File: src/rtl/hnpm_pkg.sv
// Shared widths, codes and types for the Hamming nearest-pattern memory.
package hnpm_pkg;

   localparam int KEY_W      = 64;
   localparam int RESP_W     = 8;
   localparam int NIDX_W     = 4;
   localparam int DIST_W     = 7;
   localparam int CNT_W      = 4;
   localparam int SUI_W      = 5;
   localparam int CSR_IDX_W  = 1;
   localparam int CSR_DATA_W = 5;

   localparam logic [CSR_IDX_W-1:0] CSR_RANDOM_ENABLE = 1'b0;
   localparam logic [CSR_IDX_W-1:0] CSR_SLOTS_IN_USE  = 1'b1;

   localparam logic MODE_RECALL = 1'b0;
   localparam logic MODE_LEARN  = 1'b1;

   localparam logic             RANDOM_ENABLE_RESET = 1'b1;
   localparam logic [SUI_W-1:0] SLOTS_IN_USE_RESET  = 5'd16;

   typedef enum logic [1:0] {
      ST_CLEAR,
      ST_IDLE,
      ST_SCAN,
      ST_FINISH
   } state_type;

endpackage

File: src/rtl/hnpm_lane.sv
// One byte lane: count of differing bits between a key byte and a stored byte.
module hnpm_lane
   import hnpm_pkg::*;
(
   input  logic [7:0]       key_byte,
   input  logic [7:0]       pat_byte,
   output logic [CNT_W-1:0] ones
);

   logic [7:0] diff;

   always_comb begin
      diff = key_byte ^ pat_byte;
      ones = '0;
      for (int b = 0; b < 8; b++) begin
         ones = ones + CNT_W'(diff[b]);
      end
   end

endmodule

File: config.mk
export PLATFORM = sky130hd
export DESIGN_NAME = hnpm_lane
export DESIGN_NICKNAME = d
export VERILOG_FILES = /design/src/rtl/hnpm_pkg.sv /design/src/rtl/hnpm_lane.sv
export SDC_FILE = /design/constraint.sdc
export NUM_CORES = 1
export LEC_CHECK = 0
export ABC_AREA = 1
export BUFFER_PORTS_ARGS = -buffer_cell sky130_fd_sc_hd__buf_2
export CAP_MARGIN = 40
export CORE_AREA = 2 2 39 41
export DETAILED_ROUTE_END_ITERATION = 8
export DIE_AREA = 0 0 41 43
export PLACE_DENSITY = 0.54
export SLEW_MARGIN = 20
export SYNTH_ARGS = -nofsm -noshare
export SYNTH_HDL_FRONTEND = slang
export SYNTH_SLANG_ARGS = --single-unit
File: constraint.sdc
create_clock -name vclk -period 7.3
set_input_delay 2.19 -clock vclk [all_inputs]
set_output_delay 2.19 -clock vclk [all_outputs]
set_load 0.03 [all_outputs]
==> summary.md <==
| Metric | Value |
|---|---|
| Grt peak-use layer | met2 |
| Most frequent cells in the layout | nand2_1 (28), inv_1 (25), buf_2 (18) |
| Crit path max fanout | 2 |
| Met2 Use GR | 0.128 |
| Cell count after synthesis | 63 |
| Status | finished, final reports clean |
| Shortest period the worst path allows | approximately 7200 ps |
| Routability-driven placement congestion ratio | 0.667 |
| DR vias/cell | 3.58 |
| Hold Crit Class | input pin to primary output |
| Synth cell types | 5 |
| Flip-flop and latch count | 0 |
| DR vias | between 300 and 400 |
| Post-synthesis sequential area ratio | 0 |
| Setup-failing EPs final | 0 |
| Antenna violation net count after detailed routing | 0 |
| Commonest non-fill, non-tap cell in the layout | nand2_1 |
| Crit path arrival time | 4970 ps |
| Clock buffers | 0 |
| Maxcap violations | 0 |
| Design area | around 480 um2 |
| Worst-Margin Slew | ~150 ps |
| Endpoints failing hold | 0 |
| I/O Buffers | 20 |
| Post-synthesis compound-gate area fraction | 0 |
| Fill count | roughly 160 |
| Tcrit/Tclk final | 0.981 |
| Mux share of post-synthesis cell area | 0 |
| Worst EP required | roughly 5100 ps |
| Post-DP HPWL | 532 um |
| Post-synth net total | 86 |
| Io pins | 20 |
| Die X | roughly 41 um |
| Synth warn | 0 |
| Core ar. | ~0.0014 mm2 |
| Rel. slew slack | 0.899 |
| Synthesized area | 329 um2 |
| Simple-Gate Fraction of Synth Area | 0.346 |
| DRC viols | 0 |
| CP Class | input pin to primary output |
| Final wirelength | about 560 um |
| Total die area | ~0.0018 mm2 |
| Row Count | 14 |
| Share of layout cells above drive strength 1 | 0.306 |
| Mapped Avg Cell Area | roughly 5.2 um2 |
| Worst ir drop on vdd | between 0.1 and 0.15 mV |
| Reg area | 0 um2 |
| Layout Utilization | 0.350 |
| WL/cell | 5.54 um |
| Layout net count | between 100 and 150 |
| Vias in the first global route | ~270 |
| Initial DRC count | 1 |
| Met3 Use GR | 0 |
| Lkg Pwr | 0.365 nW |
| Hold WS | 4900 ps |
| Initial antenna violation count | 0 |
| First drt pass iteration count | 2 |
| Area Growth Syn to Fin | 47.1% |
| First-pass GRT wire length | around 870 um |
| Maximum clock rate | between 100 and 150 MHz |
| Die height | ~43 um |
| Synth Area in Adders | 0.357 |
| Critical path endpoint category | primary output |
| Main combinational cell family by area after synthesis | adder cells |
| Largest net degree at the start of global routing | 5 |
| Met1 Use GR | 0.0710 |
| Power Dens Cells | ~200 mW/mm2 |
| Fraction of synthesized cell area in xor and xnor cells | 0 |
| Total GRT Usage | 0.0633 |
| RSZ-0062 raised after global routing | false |
| Final TNS setup | 0 ps |
| Slew Viols, Final | 0 |
| Post-place instance area | around 460 um2 |
| Starting Density | 0.238 |
| Grt total ovfl | 0 |
| Crit start category | input pin |
| N_diodes | 0 |
-- synthesized netlist by cell type --
| library cell | number | area [um2] |
|---|---|---|
| nand2_1 | 29 | 109 |
| inv_1 | 26 | 97.6 |
| fa_1 | 4 | 80.1 |
| ha_1 | 3 | 37.5 |
| nand3_1 | 1 | 5.00 |
-- routing by layer --
layer,up-vias,part of all wire
met5,-,0
met4,0,0
met3,0,0.079
met2,10,0.48
met1,141,0.44
li1,211,-
-- logic make-up (layout without fill, tap and decap cells) --
| logic type | after synthesis | after routing |
|---|---|---|
| buffers and inverters | 26 | 48 |
| AND/OR/NAND/NOR | 30 | 30 |
| adder cells (fa/ha/maj) | 7 | 7 |
-- power breakdown --
group / internal [W] / leakage, nW / switching [W] / total, W
clock network: 0 / 0 / 0 / 0
logic: 0.0000412 / 0.365 / 0.0000557 / 0.0000969
registers: 0 / 0 / 0 / 0
-- worst max-delay path, stage by stage --
cell and delay [ps]:
buf_2 90, inv_1 30, nand2_1 60, nand2_2 60
fa_1 520, inv_1 50, fa_1 520, inv_1 50
fa_1 430, inv_1 70, ha_2 180, inv_2 40
fa_2 520, inv_1 40, buf_6 130
-- cell type report --
type,instances,area [um2],share of cell area
multi-input cells,37,239,0.494
inverters,26,97.6,0.202
repair buffers,22,128,0.264
well taps,16,20.0,0.0413
-- per-stage QoR --
stage / worst slack (ps) / total power, W / instances
after global routing: 1.11 / 0.000110 / 101
after floorplan: 210 / 0.0000611 / 63
after global placement: 12.5 / 0.0000826 / 100
after detailed placement: 5.99 / 0.0000843 / 100
final: 137 / 0.0000969 / 101
after CTS: 1.23 / 0.0000849 / 100
-- worst paths after layout --
| kind | slack (ps) | to | startpoint | cells past startpoint |
|---|---|---|---|---|
| min | 4900 | ones[0] | pat_byte[2] | 5 |
| max | 140 | ones[1] | key_byte[3] | 15 |
-- repair_timing --
action / 4_1_cts / 5_1_grt
endpoints found under the hold margin: 0 / 0
resized for setup: 0 / 10
hold buffers: 0 / 0
endpoints found under the setup margin: 0 / 2
setup buffers: 0 / 1
(Power assumes the default switching activity.)
