[src/rtl/hnpm_pkg.sv]
// Shared widths, codes and types for the Hamming nearest-pattern memory.
package hnpm_pkg;

   localparam int KEY_W      = 64;
   localparam int RESP_W     = 8;
   localparam int NIDX_W     = 4;
   localparam int DIST_W     = 7;
   localparam int CNT_W      = 4;
   localparam int SUI_W      = 5;
   localparam int CSR_IDX_W  = 1;
   localparam int CSR_DATA_W = 5;

   localparam logic [CSR_IDX_W-1:0] CSR_RANDOM_ENABLE = 1'b0;
   localparam logic [CSR_IDX_W-1:0] CSR_SLOTS_IN_USE  = 1'b1;

   localparam logic MODE_RECALL = 1'b0;
   localparam logic MODE_LEARN  = 1'b1;

   localparam logic             RANDOM_ENABLE_RESET = 1'b1;
   localparam logic [SUI_W-1:0] SLOTS_IN_USE_RESET  = 5'd16;

   typedef enum logic [1:0] {
      ST_CLEAR,
      ST_IDLE,
      ST_SCAN,
      ST_FINISH
   } state_type;

endpackage

[src/rtl/hnpm_merge.sv]
// Merge stage: add the per-lane bit counts into one Hamming distance.
module hnpm_merge
   import hnpm_pkg::*;
#(
   parameter int LANES = 8
) (
   input  logic [LANES-1:0][CNT_W-1:0] lane_ones,
   output logic [DIST_W-1:0]           distance
);

   always_comb begin
      distance = '0;
      for (int j = 0; j < LANES; j++) begin
         distance = distance + DIST_W'(lane_ones[j]);
      end
   end

endmodule

[config.mk]
export PLATFORM = sky130hd
export DESIGN_NAME = hnpm_merge
export DESIGN_NICKNAME = d
export VERILOG_FILES = /design/src/rtl/hnpm_pkg.sv /design/src/rtl/hnpm_merge.sv
export SDC_FILE = /design/constraint.sdc
export NUM_CORES = 1
export LEC_CHECK = 0
export ABC_CLOCK_PERIOD_IN_PS = 5500
export BUFFER_PORTS_ARGS = -buffer_cell sky130_fd_sc_hd__buf_2
export CAP_MARGIN = 20
export CORE_MARGIN = 1.5
export CORE_UTILIZATION = 48
export DETAILED_ROUTE_END_ITERATION = 10
export PLACE_DENSITY = 0.9
export SYNTH_ARGS = -nofsm -noshare
export SYNTH_HDL_FRONTEND = slang
export SYNTH_SLANG_ARGS = --single-unit
[constraint.sdc]
create_clock -name vclk -period 5.5
set_clock_uncertainty 0.05 [all_clocks]
set_input_delay 1.1 -clock vclk [all_inputs]
set_output_delay 1.1 -clock vclk [all_outputs]
set_load 0.01 [all_outputs]
==> run_results.csv <==
group,metric,value,unit
min_path,hold-path-endpoint,"distance[0]",
logic_synthesis,syn_nets,135,
logic_synthesis,syn_area,734,µm²
global_route,grt-ovfl-total,0,
power,switching_share,0.516,
logic_synthesis,seq_area_frac_synth,0,
sta,max-slew-margin-rel,0.910,
critical_path,worst_path_most_repeated_cell,"fa_1",
global_route,grt_use_total,0.201,
min_path,min_path_type,"in -> out",
critical_path,path_class,"in -> out",
detailed_routing,route.vias.total,577,
final_layout,areaGrowthSynthToFinish,34.1,%
final_layout,layout.nets,177,
sta,slew_violations,0,
critical_path,slowest_delay,0.60,ns
final_layout,drive_above_1_share,0.442,
global_route,grt_max_degree,4,
place,io_buffer_count,39,
sta,final-setup-viol-count,0,
critical_path,worst_setup_path_start_kind,"input pin",
critical_path,crit_chain,"buf_2, fa_1, inv_2, fa_1, fa_1, fa_2, inv_2, ha_4, a21o_1, a21oi_2, xnor2_1, buf_2",
critical_path,critPathRequiredTime,4.35,ns
critical_path,cp.depth,12,
critical_path,crit_slowest_cell,"fa_2",
die,rows,13,
die,initial_core_util,0.538,
sta,fin_crit,5.41,ns
die,die_x,42.1,µm
final_layout,fin_area,985,µm²
critical_path,critPathBufInv,4,
sta,hold_violations,0,
final_layout,seq_area,0,µm²
final_layout,antenna_cells,0,
die,core-area,1370,µm²
critical_path,cpLargestDelayFamily,"adder cells",
logic_synthesis,ys_types,9,
power,p_int,222,µW
final_layout,clock_buffers,0,
sta,whs,2.59,ns
sta,fin_ws,0.0905,ns
critical_path,arrival,4.26,ns
power,vdd_drop_max,0.000414,V
detailed_routing,drt_iter0_drc,0,
place,gp_congestion,0.642,
logic_synthesis,avgSynthCellArea,10.1,µm²
min_path,hp-start,"lane_ones[28]",
run_status,outcome,"completed",
power,combPwrFrac,1.000,
logic_synthesis,syn_inst,73,
die,die_h,42.1,µm
detailed_routing,drt-total-wl,1560,µm
global_route,first_global_vias,683,
clock_network,cts_hold_buf,0,
final_layout,design.seq.count,0,
run,cap_violations,0,
sta,post-route-period-util,0.984,
critical_path,crit_fanout,2,
critical_path,worstSetupEndpointType,"output pin",
detailed_routing,first_pass_iters,1,
power,cellPowerDensity,466,nW/µm²
power,pwr-share-clk,0,
logic_synthesis,ys_warn_count,0,
global_route,grt_first_pass_wirelength,2660,µm
final_layout,final_common_cell,"buf_2",
place,preCtsSetupSlack,-0.124,ns
final_layout,final_core_util,0.721,
sta,rsz0062_at_grt,"yes",
final_layout,mostFrequentLayoutCells,"buf_2, inv_1, fa_1, ha_1, inv_2",
global_route,antenna_found_initial,0,
sta,max_freq,185,MHz
detailed_routing,final_antenna_net_count,0,
place,postPlaceCellArea,948,µm²
power,p_leak,0.000586,µW
place,place_hpwl,1510,µm
die,ioPinCount,39,
detailed_routing,drc,0,
min_path,min_path_cells,4,
sta,tightest_slew,0.134,ns
detailed_routing,wire_per_inst,12.2,µm
power,p_sw,237,µW
detailed_routing,vias_per_cell,4.51,
die,die_area,1770,µm²
power,p_seq_frac,0,
per-stage QoR:
step,setup TNS (ns),power (µW),cells
global route,-0.0315,509,128
CTS,0,419,127
global placement,0,391,127
finish,0,459,128
floorplan,0,285,73
detailed placement,-0.149,415,127
worst min-delay path, cell delays in order:
cell	delay, ns
buf_2	0.08
ha_1	0.11
ha_1	0.13
buf_2	0.12
cell type report:
type	instances	area, µm²
inverters	36	135
multi-input cells	37	622
well taps	15	18.8
repair buffers	40	209
fillers	110	382
cell usage after synthesis (all sizes together):
cell	number	share of area
nor2b	1	0.0085
o21ai	1	0.0068
ha	7	0.12
nand2b	1	0.0085
xnor2	2	0.024
fa	23	0.63
inv	36	0.18
a21oi	1	0.012
a21o	1	0.010
cell families (layout without fill, tap and decap cells):
logic type | after synthesis | count (layout) | share of synthesized area
buf+inv | 36 | 76 | 0.184
xor+xnor | 2 | 2 | 0.0239
compound gates | 3 | 3 | 0.0290
fa+ha+maj | 30 | 30 | 0.746
simple gates | 2 | 2 | 0.0170
power by group through the flow:
stage / Sequential, µW / Clock, µW / Combinational (µW)
finish: 0 / 0 / 459
global route: 0 / 0 / 509
CTS: 0 / 0 / 419
detailed placement: 0 / 0 / 415
global placement: 0 / 0 / 391
floorplan: 0 / 0 / 285
what timing repair did:
item,in CTS,in global routing
hold endpoints to repair,0,0
resized for setup,1,10
endpoints found under the setup margin,3,2
setup buffers,0,1
pin swaps,3,10
metal layers:
| metal | part of all wire | track usage |
|---|---|---|
| met5 | 0 | 0 |
| met4 | 0.011 | 0.0375 |
| met3 | 0.033 | 0.00431 |
| met2 | 0.71 | 0.494 |
| met1 | 0.24 | 0.155 |
worst max path at each step:
stage / startpoint / end / slack (ns)
floorplan: lane_ones[2] / distance[6] / 0.27
global placement: lane_ones[2] / distance[6] / 0.01
detailed placement: lane_ones[2] / distance[6] / -0.12
CTS: lane_ones[2] / distance[6] / 0.01
global route: lane_ones[14] / distance[6] / -0.03
finish: lane_ones[23] / distance[5] / 0.09
(Power assumes the default switching activity.)
