### config.mk
export PLATFORM = sky130hd
export DESIGN_NAME = hnpm_ram
export DESIGN_NICKNAME = d
export VERILOG_FILES = /design/src/rtl/hnpm_ram.sv
export SDC_FILE = /design/constraint.sdc
export NUM_CORES = 1
export LEC_CHECK = 0
export BUFFER_PORTS_ARGS = -buffer_cell sky130_fd_sc_hd__buf_2
export CAP_MARGIN = 0
export CORE_UTILIZATION = 55
export DETAILED_ROUTE_END_ITERATION = 8
export PLACE_DENSITY = 0.69
export SLEW_MARGIN = 20
export SYNTH_ARGS = -nofsm -noshare
export SYNTH_HDL_FRONTEND = slang
export SYNTH_SLANG_ARGS = --single-unit
### constraint.sdc
create_clock -name clock -period 5.6 [get_ports clock]
set_clock_uncertainty 0.15 [all_clocks]
set_input_delay 0.56 -clock clock [delete_from_list [all_inputs] [get_ports clock]]
set_output_delay 0.56 -clock clock [all_outputs]
set_load 0.005 [all_outputs]
### src/rtl/hnpm_ram.sv
// Generic single-port-write, single-port-read RAM with registered read data.
module hnpm_ram #(
   parameter int WIDTH = 8,
   parameter int DEPTH = 16
) (
   input  logic                                   clock,
   input  logic                                   we,
   input  logic [(DEPTH > 1 ? $clog2(DEPTH) : 1)-1:0] waddr,
   input  logic [WIDTH-1:0]                       wdata,
   input  logic                                   re,
   input  logic [(DEPTH > 1 ? $clog2(DEPTH) : 1)-1:0] raddr,
   output logic [WIDTH-1:0]                       rdata
);

   logic [WIDTH-1:0] mem_ff [DEPTH];
   logic [WIDTH-1:0] rdata_ff;

   always_ff @(posedge clock) begin
      if (we) begin
         mem_ff[waddr] <= wdata;
      end
      if (re) begin
         rdata_ff <= mem_ff[raddr];
      end
   end

   assign rdata = rdata_ff;

endmodule

==> summary.txt, run 1 <==
Worst setup path
  • CP required: 5710 ps
  • WP data arrival: 2140 ps
  • Origin of the worst setup path: raddr[0]
  • Reg2Reg Depth: 3
  • Critical path endpoint category: register
  • R2R Setup Slk: 3920 ps
  • Critical path fanouts, max: 23
  • Worst R2R Start: mem_ff[1][2]
  • Worst reg2reg endpoint: rdata[2]
  • Crit Path Category: in2reg
  • Startpoint Class: primary input

Final layout
  • FF+latch area: 0.00408 mm^2
  • Share of layout cells above drive strength 1: ~28%
  • Finished Layout Cells: 409
  • Area taken by multi-input logic gates: 0.00107 mm^2
  • Fill cells: 602
  • Layout area overhead: 15.8%
  • Final instance area: between 0.006 and 0.007 mm^2
  • Diodes inserted: 0
  • Util after Layout: roughly 65%
  • # nets final: 286

CTS
  • Worst skew pair latency: approximately 520 ps
  • Number of H-tree levels: 4
  • Clk pin slew, worst setup/hold paths: 60 ps
  • Clock Sinks: 136
  • Post-CTS Resized: 0
  • Setup bufs post-CTS: 0
  • Clk root buf: clkbuf_8
  • CTS buffer count: 17
  • Clock Tree Buf Depth: 2
  • CTS tree: built
  • Hold buffers post-CTS: 0

Place
  • Port Buffers: 26
  • Routability cong.: 0.700
  • Placed cells: 376
  • Post-DP HPWL: 5870 um
  • Dpl cell area: 0.00546 mm^2

Timing
  • RSZ-0062 raised after global routing: false
  • Final setup violation count: 0
  • Final period util: a little over a third
  • Fin. Hold Viols: 0
  • Fin Setup TNS: 0 ps
  • Max Freq: 491 MHz
  • Worst-Margin Slew: 1020 ps
  • Slew Limit Fails: 0
  • Crit path time final: slightly above 2000 ps
  • Worst slew margin: 31.9%
  • Worst Hold Slack: between 200 and 300 ps

Routing
  • WL per Instance: ~24 um
  • Vias per cell: 5.96
  • DR DRC count: 0
  • Vias post-DR: 2438
  • Final ANT Viol Nets: 0
  • Starting DRT DRC Count: 225
  • Detailed Route WL: 9650 um
  • DR pass1 iterations: 4

Global routing
  • Initial antenna violation count: 0
  • Global Route Usage Sum: 22.3%
  • Number of global-route vias before repair: 2453
  • Largest net degree at the start of global routing: 33
  • First-pass GRT wire length: 14800 um
  • Total gr overflow: 0

Floorplan
  • Io pins: 27
  • # rows: 35
  • Core Footprint: between 0.009 and 0.01 mm^2
  • Starting Density: 56.6%
  • Total Die Area: 0.00990 mm^2
  • Die width: a little under 100 um
  • Die height: 99.5 um

Synth
  • Sequential area share after synthesis: between 70% and 80%
  • Number of synthesized flops with an enable pin: 136
  • Mapped cell area: ~0.0052 mm^2
  • Asr flop ratio synth: 0%
  • Synth top area share: between 70 and 80%
  • Top cells by area, synth: edfxtp_1 (78%), mux4_2 (7.8%), mux4_1 (7.0%)
  • Synth unique cells: 18
  • Ys Warns: 0
  • Top FF cell, synth: edfxtp_1
  • Dominant cell type by area after synthesis: edfxtp_1
  • Post-synthesis cell count: 229
  • Syn Area/Cell: 22.8 um^2
  • Syn_nets: 248
  • Yosys reg bits: roughly 140

Hold path
  • Hold path start: wdata[3]
  • WHS Endpoint: mem_ff[5][3]
  • Hold depth: 1
  • HP Class: in2reg

Power and ir drop
  • Pint: roughly 1.9 mW
  • Pwr dens: 384 mW/mm^2
  • Leak: about 2 nW
  • Clock group share of total power: 46.1%
  • Comb power frac: approximately 4.3%
  • Switching share of power: 19.9%
  • Seq pwr share: 49.6%
  • Peak VDD IR: approximately 0.3 mV
  • Switch Pwr: 0.463 mW

Status
  • Status: complete, no violations

Flow run
  • Max Cap Violations: 0
-- layout by cell type, fill, tap and decap left out, drive strengths merged --
| cell type | synthesis | final |
|---|---|---|
| nand3 | 1 | 1 |
| nor2b | 1 | 1 |
| a22oi | 16 | 16 |
| or3b | 1 | 1 |
| bufinv | 0 | 3 |
| and2b | 1 | 1 |
| nor2 | 13 | 13 |
| nand2b | 2 | 2 |
| and2 | 1 | 1 |
| clkinv | 0 | 9 |
| inv | 0 | 1 |
| buf | 7 | 29 |
| clkbuf | 0 | 18 |
| edfxtp | 136 | 136 |
| nand2 | 9 | 9 |
| nor3 | 4 | 4 |
| mux4 | 32 | 32 |
| clkinvlp | 0 | 1 |
| nand3b | 2 | 2 |
-- registers in the layout (all words and copies together) (netlist names) --
signal,flops
mem_ff,128
rdata,8
-- cells in the mapped netlist, types with 2 or more instances --
master           number
buf_2                 3
mux4_2               18
nand3b_1              2
nand2_1               9
clkdlybuf4s25_2       3
a22oi_1              16
nand2b_1              2
edfxtp_1            136
nor3_1                4
buf_6                 3
mux4_1               14
nor2_1               13
-- worst max path at each step --
stage	end	depth (start not counted)
after CTS	rdata[2]	4
after detailed placement	rdata[2]	4
after global routing	rdata[2]	5
after floorplan	mem_ff[0][0]	2
after global placement	rdata[4]	4
final	rdata[2]	5
-- critical path: stages --
cell     delay (ps)
buf_2           310
buf_12          270
mux4_1          580
a22oi_1         310
nand2_1         100
-- power by group through the flow --
stage	Combinational [mW]	Sequential, mW	Clock [mW]
floorplan	0.0579	1.17	0
global placement	0.0964	1.17	0
detailed placement	0.0981	1.17	0
CTS	0.0984	1.15	1.08
global route	0.108	1.15	1.12
finish	0.0993	1.15	1.07
-- logic make-up after synthesis --
| kind of cell | Yosys count | share of synthesized area (%) |
|---|---|---|
| muxes | 32 | 14.8 |
| DFF | 136 | 78.1 |
| buffers and inverters | 10 | 1.65 |
| and+or+nand+nor | 35 | 3.14 |
| AOI/OAI and AO/OA | 16 | 2.30 |
-- per-layer routing --
layer | global-route usage, % | part of all wire [%]
met3 | 5.62 | 7.0
met4 | 9.50 | 1.5
met2 | 32.9 | 48
met5 | 0 | 0
met1 | 32.3 | 43
-- cell type report --
class,count,share of cell area (%)
clock buffer,18,6.91
tap,129,2.67
sequential,136,67.5
timing repair buffer,29,2.73
clock inverter,14,2.58
multi-input combinational,83,17.6
-- through the flow --
step / setup slack, ps / total power [mW]
global placement: 2740 / 1.27
finish: 3570 / 2.32
global route: 3530 / 2.38
floorplan: 3400 / 1.23
detailed placement: 2740 / 1.27
CTS: 3280 / 2.33
No activity file was read; power rests on OpenSTA's default activity.
==> inputs of run 2 (changes only) <==
--- a/config.mk
+++ b/config.mk
@@ -5,6 +5,7 @@
 export SDC_FILE = /design/constraint.sdc
 export NUM_CORES = 1
 export LEC_CHECK = 0
+export ABC_AREA = 1
 export BUFFER_PORTS_ARGS = -buffer_cell sky130_fd_sc_hd__buf_2
 export CAP_MARGIN = 0
 export CORE_UTILIZATION = 55
==> constraint.sdc (replaced) <==
create_clock -name clock -period 2 [get_ports clock]
set_clock_uncertainty 0.15 [all_clocks]
set_input_delay 0.2 -clock clock [delete_from_list [all_inputs] [get_ports clock]]
set_output_delay 0.2 -clock clock [all_outputs]
set_load 0.005 [all_outputs]
==> run 2 against run 1 <==
Compared with the run above: clock-buffer cell count rose by 2; synthesized cell count rose by 140%; via count rose by 62%; worst hold slack got worse by 220 ps; global-route usage rose by 3.4 points; power rose to 2.7 times the previous value; critical path depth fell by 4; register-to-register slack got worse by 3200 ps; critical endpoint is now rdata[2]; largest cell class unchanged.
==> summary.txt, run 2 <==
Status
  • Status: complete, no violations

Synth
  • Adder-cell area share of the yosys netlist: 0%
  • Top-count cell post-synth: nand2_1
  • Top post-synthesis cells by count: nand2_1 (173), edfxtp_1 (136), inv_1 (100)
  • Largest family of logic cells by synthesized area: simple AND/OR/NAND/NOR gates
  • Sequential area share after synthesis: a little over two thirds
  • Compound-Gate Fraction of Synth Area: 0%
  • Dominant cell type by area after synthesis: edfxtp_1
  • Syn_nets: 570
  • Top FF cell, synth: edfxtp_1
  • Synth top area share: between 60% and 70%
  • Post-synthesis xor/xnor area fraction: 0%
  • Asr flop ratio synth: 0%
  • Synth unique cells: 11
  • Mux contribution to synthesized area: 0%
  • Ys Warns: 0
  • Syn Area/Cell: 10.6 um^2
  • Top cells by area, synth: edfxtp_1 (70%), nand2_1 (11%), nand3_1 (8.3%)
  • Post-Synth Simple-Gate Area: 20.8%
  • Yosys reg bits: about 140
  • Mapped cell area: 0.00585 mm^2
  • Number of synthesized flops with an enable pin: 136
  • Post-synthesis cell count: 551

CTS
  • CTS tree: built
  • Post-CTS Resized: 0
  • Clk root buf: clkbuf_8
  • Clk pin slew, worst setup/hold paths: around 60 ps
  • Clock Tree Buf Depth: 2
  • Worst skew pair latency: 520 ps
  • Number of H-tree levels: 4
  • Clock Sinks: 136
  • Setup bufs post-CTS: 0
  • CTS buffer count: 17
  • Hold buffers post-CTS: 10

Timing
  • Slew Limit Fails: 0
  • Worst slew margin: 57.9%
  • Final setup violation count: 0
  • Final worst slack: 513 ps
  • Final period util: 74.4%
  • Crit path time final: 1490 ps
  • Fin. Hold Viols: 0
  • Fin Setup TNS: 0 ps
  • Worst-Margin Slew: 630 ps
  • Max Freq: 672 MHz
  • Worst Hold Slack: 54.9 ps
  • RSZ-0062 raised after global routing: false

Final layout
  • Fill cells: 792
  • Most common cell after layout, fill and taps aside: nand2_1
  • # nets final: 626
  • Largest register FFs: 128
  • Final instance area: 0.00677 mm^2
  • Largest reg by FF count: mem_ff
  • Share of layout cells above drive strength 1: between 10% and 20%
  • Diodes inserted: 0
  • Util after Layout: 65.5%
  • Layout area overhead: 15.7%
  • Most frequent cells in the layout: nand2_1 (173), edfxtp_1 (136), inv_1 (100)
  • Finished Layout Cells: 752

Global routing
  • Largest net degree at the start of global routing: 33
  • Number of global-route vias before repair: 3820
  • Initial antenna violation count: 0
  • Global Route Usage Sum: between 20% and 30%
  • First-pass GRT wire length: 20200 um
  • Total gr overflow: 0

Worst setup path
  • Slowest stage cell, crit path: edfxtp_1
  • Worst R2R Start: mem_ff[13][6]
  • Crit Path Category: reg2out
  • Reg2Reg Depth: 6
  • Critical path fanouts, max: 1
  • Worst reg2reg endpoint: rdata[6]
  • R2R Setup Slk: 730 ps
  • Top delay family on crit path: flip-flops
  • WP data arrival: roughly 1100 ps
  • WP buf/inv: 1
  • Origin of the worst setup path: rdata[2]
  • Max incr delay on CP: 450 ps
  • Crit path cell chain: buf_2
  • CP required: ~1700 ps
  • Critical path endpoint category: output port
  • Startpoint Class: register

Power and ir drop
  • Pwr Total: 6.25 mW
  • Leak: 2.95 nW
  • Peak VDD IR: 0.507 mV
  • Pwr dens: approximately 920 mW/mm^2

Flow run
  • Max Cap Violations: 0

Place
  • Port Buffers: 26
  • Dpl ws: just under 400 ps
  • Routability cong.: 0.896
  • Post-DP HPWL: 8320 um
  • Placed cells: 714
  • Dpl cell area: around 0.0062 mm^2

Floorplan
  • Total Die Area: 0.0110 mm^2
  • Core Footprint: 0.0103 mm^2
  • Die width: 105 um
  • # rows: 37
  • Io pins: 27
  • Starting Density: 56.6%
  • Die height: between 100 and 150 um

Routing
  • Detailed Route WL: 12900 um
  • DR pass1 iterations: 4
  • Vias post-DR: 3947
  • DR DRC count: 0
  • Starting DRT DRC Count: about 330
  • Final ANT Viol Nets: 0
  • WL per Instance: 17.2 um
  • Vias per cell: 5.25

Hold path
  • WHS Endpoint: rdata[4]
  • HP Class: in2reg
  • Hold path start: raddr[2]
  • Hold depth: 4
run 2: changes by cell type in the layout (fill, tap and decap cells not counted), sizes merged, moves of 2 or more:
cell	change
a22oi	-16
dlygate4sd3	+10
clkbuf	+2
clkinv	-2
nand2b	-2
bufinv	-2
nand2	+164
mux4	-32
nor2	+4
buf	+22
nand3	+96
inv	+101
nor3	-4
run 2: worst max-delay path by stage:
stage	endpoint	depth (start not counted)
finish	rdata[2]	1
CTS	rdata[2]	1
detailed placement	rdata[6]	8
global route	rdata[2]	1
floorplan	mem_ff[10][0]	2
global placement	rdata[6]	8
run 2: layer usage:
layer | routed length [um] | up-vias | GRT usage (%)
met5 | 0 | - | 0
met1 | 5560 | 1870 | 34.4
met2 | 6120 | 162 | 39.9
met3 | 893 | 24 | 6.36
li1 | - | 1891 | -
met4 | 366 | 0 | 11.2
run 2: worst register-to-register path, delay by kind of cell, from the launching register on:
kind	cells	cell delay [ps]
buf+inv	1	60
flops	1	360
simple gates	5	460
run 2: power breakdown:
part / switching (mW) / leakage [nW] / internal [mW] / total [mW]
registers: 0.0226 / 1.24 / 3.21 / 3.24
logic: 0.273 / 1.47 / 0.128 / 0.401
clock network: 1.02 / 0.240 / 1.59 / 2.61
total: 1.32 / 2.95 / 4.93 / 6.25
run 2: cell families (layout without fill, tap and decap cells):
group | after synthesis | in the layout
simple gates | 289 | 289
flops | 136 | 136
buf+inv | 126 | 191
run 2: layout make-up:
cell class              count  area (um^2)  share of cell area (%)
flip-flops and latches    136         4080                    60.4
multi-input cells         289         1210                    17.9
well taps                 136          170                    2.51
inverters                 102          383                    5.66
clock inverters             8         60.1                   0.888
repair buffers             61          430                    6.36
clock buffers              20          425                    6.29
==> inputs of run 3 (changes only) <==
==> constraint.sdc (replaced) <==
create_clock -name clock -period 1.5 [get_ports clock]
set_clock_uncertainty 0.15 [all_clocks]
set_input_delay 0.15 -clock clock [delete_from_list [all_inputs] [get_ports clock]]
set_output_delay 0.15 -clock clock [all_outputs]
set_load 0.005 [all_outputs]
==> run 3 against run 2 <==
Compared with the run above: clock-buffer cell count fell by 1; setup slack got worse by 450 ps; design area rose by 2.0%; routed wire length fell by 0.53%; via count fell by 0.53%; power rose by 40%; critical path type unchanged; critical endpoint unchanged.
==> summary.txt, run 3 (synthesis results as in run 2) <==
CTS
  • Clock Tree Buf Depth: 2
  • CTS tree: built
  • Clk pin slew, worst setup/hold paths: 60 ps
  • Setup bufs post-CTS: 0
  • CTS buffer count: 17
  • Worst skew pair latency: about 520 ps
  • Clk root buf: clkbuf_8
  • Number of H-tree levels: 4
  • Clock Sinks: 136

Global routing
  • Global Route Usage Sum: 25.6%
  • Largest net degree at the start of global routing: 49
  • First-pass GRT wire length: 20100 um
  • Total gr overflow: 0
  • Number of global-route vias before repair: 3792
  • Initial antenna violation count: 0

Worst setup path
  • WP buf/inv: 1
  • Critical Path Stages: 1
  • Critical path fanouts, max: 1
  • Top delay family on crit path: flip-flops
  • Max incr delay on CP: roughly 450 ps
  • Crit path cell chain: buf_2
  • Critical path endpoint category: output port
  • Startpoint Class: register
  • Crit Path Category: reg2out
  • Slowest stage cell, crit path: edfxtp_1
  • Reg2Reg Depth: 6
  • CP required: 1200 ps
  • WP data arrival: 1140 ps

Timing
  • Fin. Hold Viols: 0
  • Worst slew margin: 59.8%
  • Worst-Margin Slew: 602 ps
  • Crit path time final: between 1000 and 1500 ps
  • Slew Limit Fails: 0
  • Fin Setup TNS: 0 ps
  • Max Freq: 697 MHz
  • Final period util: 95.7%
  • RSZ-0062 raised after global routing: false
  • Final setup violation count: 0
  • Final worst slack: 64.4 ps

Place
  • Port Buffers: 26
  • Post-DP HPWL: 8050 um
  • Dpl ws: -65.8 ps
  • Routability cong.: roughly 0.87
  • Placed cells: 716

Routing
  • Vias per cell: 5.18
  • WL per Instance: 17.0 um
  • DR DRC count: 0
  • Detailed Route WL: 12900 um
  • Vias post-DR: about 3900
  • DR pass1 iterations: 5
  • Final ANT Viol Nets: 0
  • Starting DRT DRC Count: around 290

Floorplan
  • Core Footprint: 0.0103 mm^2
  • Starting Density: 56.6%
  • Total Die Area: 0.0110 mm^2
  • Die height: 105 um
  • Die width: ~110 um
  • Io pins: 27
  • # rows: 37

Final layout
  • # nets final: 629
  • Largest reg by FF count: mem_ff
  • Area taken by multi-input logic gates: 0.00121 mm^2
  • FF+latch area: 0.00408 mm^2
  • Finished Layout Cells: approximately 760
  • Most common cell after layout, fill and taps aside: nand2_1
  • Most frequent cells in the layout: nand2_1 (173), edfxtp_1 (136), inv_1 (100)
  • Share of layout cells above drive strength 1: a little over an eighth
  • Diodes inserted: 0
  • Layout area overhead: 18.0%
  • Largest register FFs: 128
  • Fill cells: 777

Power and ir drop
  • Pwr dens: 1270 mW/mm^2
  • Peak VDD IR: roughly 1.3 mV
  • Leak: 3.01 nW
  • Pwr Total: 8.78 mW

Hold path
  • Hold depth: 4
  • HP Class: in2reg

Flow run
  • Max Cap Violations: 0

Status
  • Status: complete, no violations
==> run 3: through the flow <==
stage,cell area (um^2),hold WS [ps],util [%]
2_1_floorplan,5850,98.9,-
3_3_place_gp,6230,377,60.4
3_5_place_dp,6230,379,60.4
4_1_cts,6900,70.5,66.8
5_1_grt,6900,118,66.8
6_report,6900,91.4,66.8
==> run 3: what timing repair did <==
item / 4_1_cts / 5_1_grt
endpoints found under the hold margin: 140 / 0
resized for setup: 0 / 0
hold buffers: 11 / 0
==> run 3: layout make-up <==
class / instances / area share, %
multi-input combinational: 289 / 17.6
tap: 136 / 2.47
timing repair buffer: 64 / 7.15
inverter: 102 / 5.55
clock inverter: 12 / 1.94
sequential: 136 / 59.2
clock buffer: 19 / 6.11
==> run 3: power breakdown <==
part	switching [mW]	internal, mW	total, mW	leakage, nW
clock network	1.42	2.48	3.91	0.274
registers	0.0286	4.28	4.31	1.24
logic	0.369	0.187	0.556	1.50
total	1.82	6.95	8.78	3.01
==> run 3: worst paths after layout <==
path,start,endpoint,slack (ps)
worst max-delay path,rdata[2],rdata[2],60
worst min-delay path,we,mem_ff[3][0],90
worst max register to register,mem_ff[13][0],rdata[0],180
worst min register to register,mem_ff[10][7],rdata[7],590
==> run 3: worst reg2reg max path, cell delays in order, from the launching register on <==
cell and delay, ps:
edfxtp_1 370, inv_1 70, nand2_1 60, nand3_1 90
nand3_1 150, nand3_1 130, nand2_1 50
==> run 3: metal layers <==
| metal | track usage [%] | share of wire [%] | vias to the layer above | wire [um] |
|---|---|---|---|---|
| li1 | - | - | 1897 | - |
| met1 | 33.8 | 43 | 1842 | 5500 |
| met2 | 39.5 | 47 | 163 | 6090 |
| met3 | 6.86 | 6.7 | 24 | 868 |
| met4 | 12.3 | 3.3 | 0 | 420 |
| met5 | 0 | 0 | - | 0 |
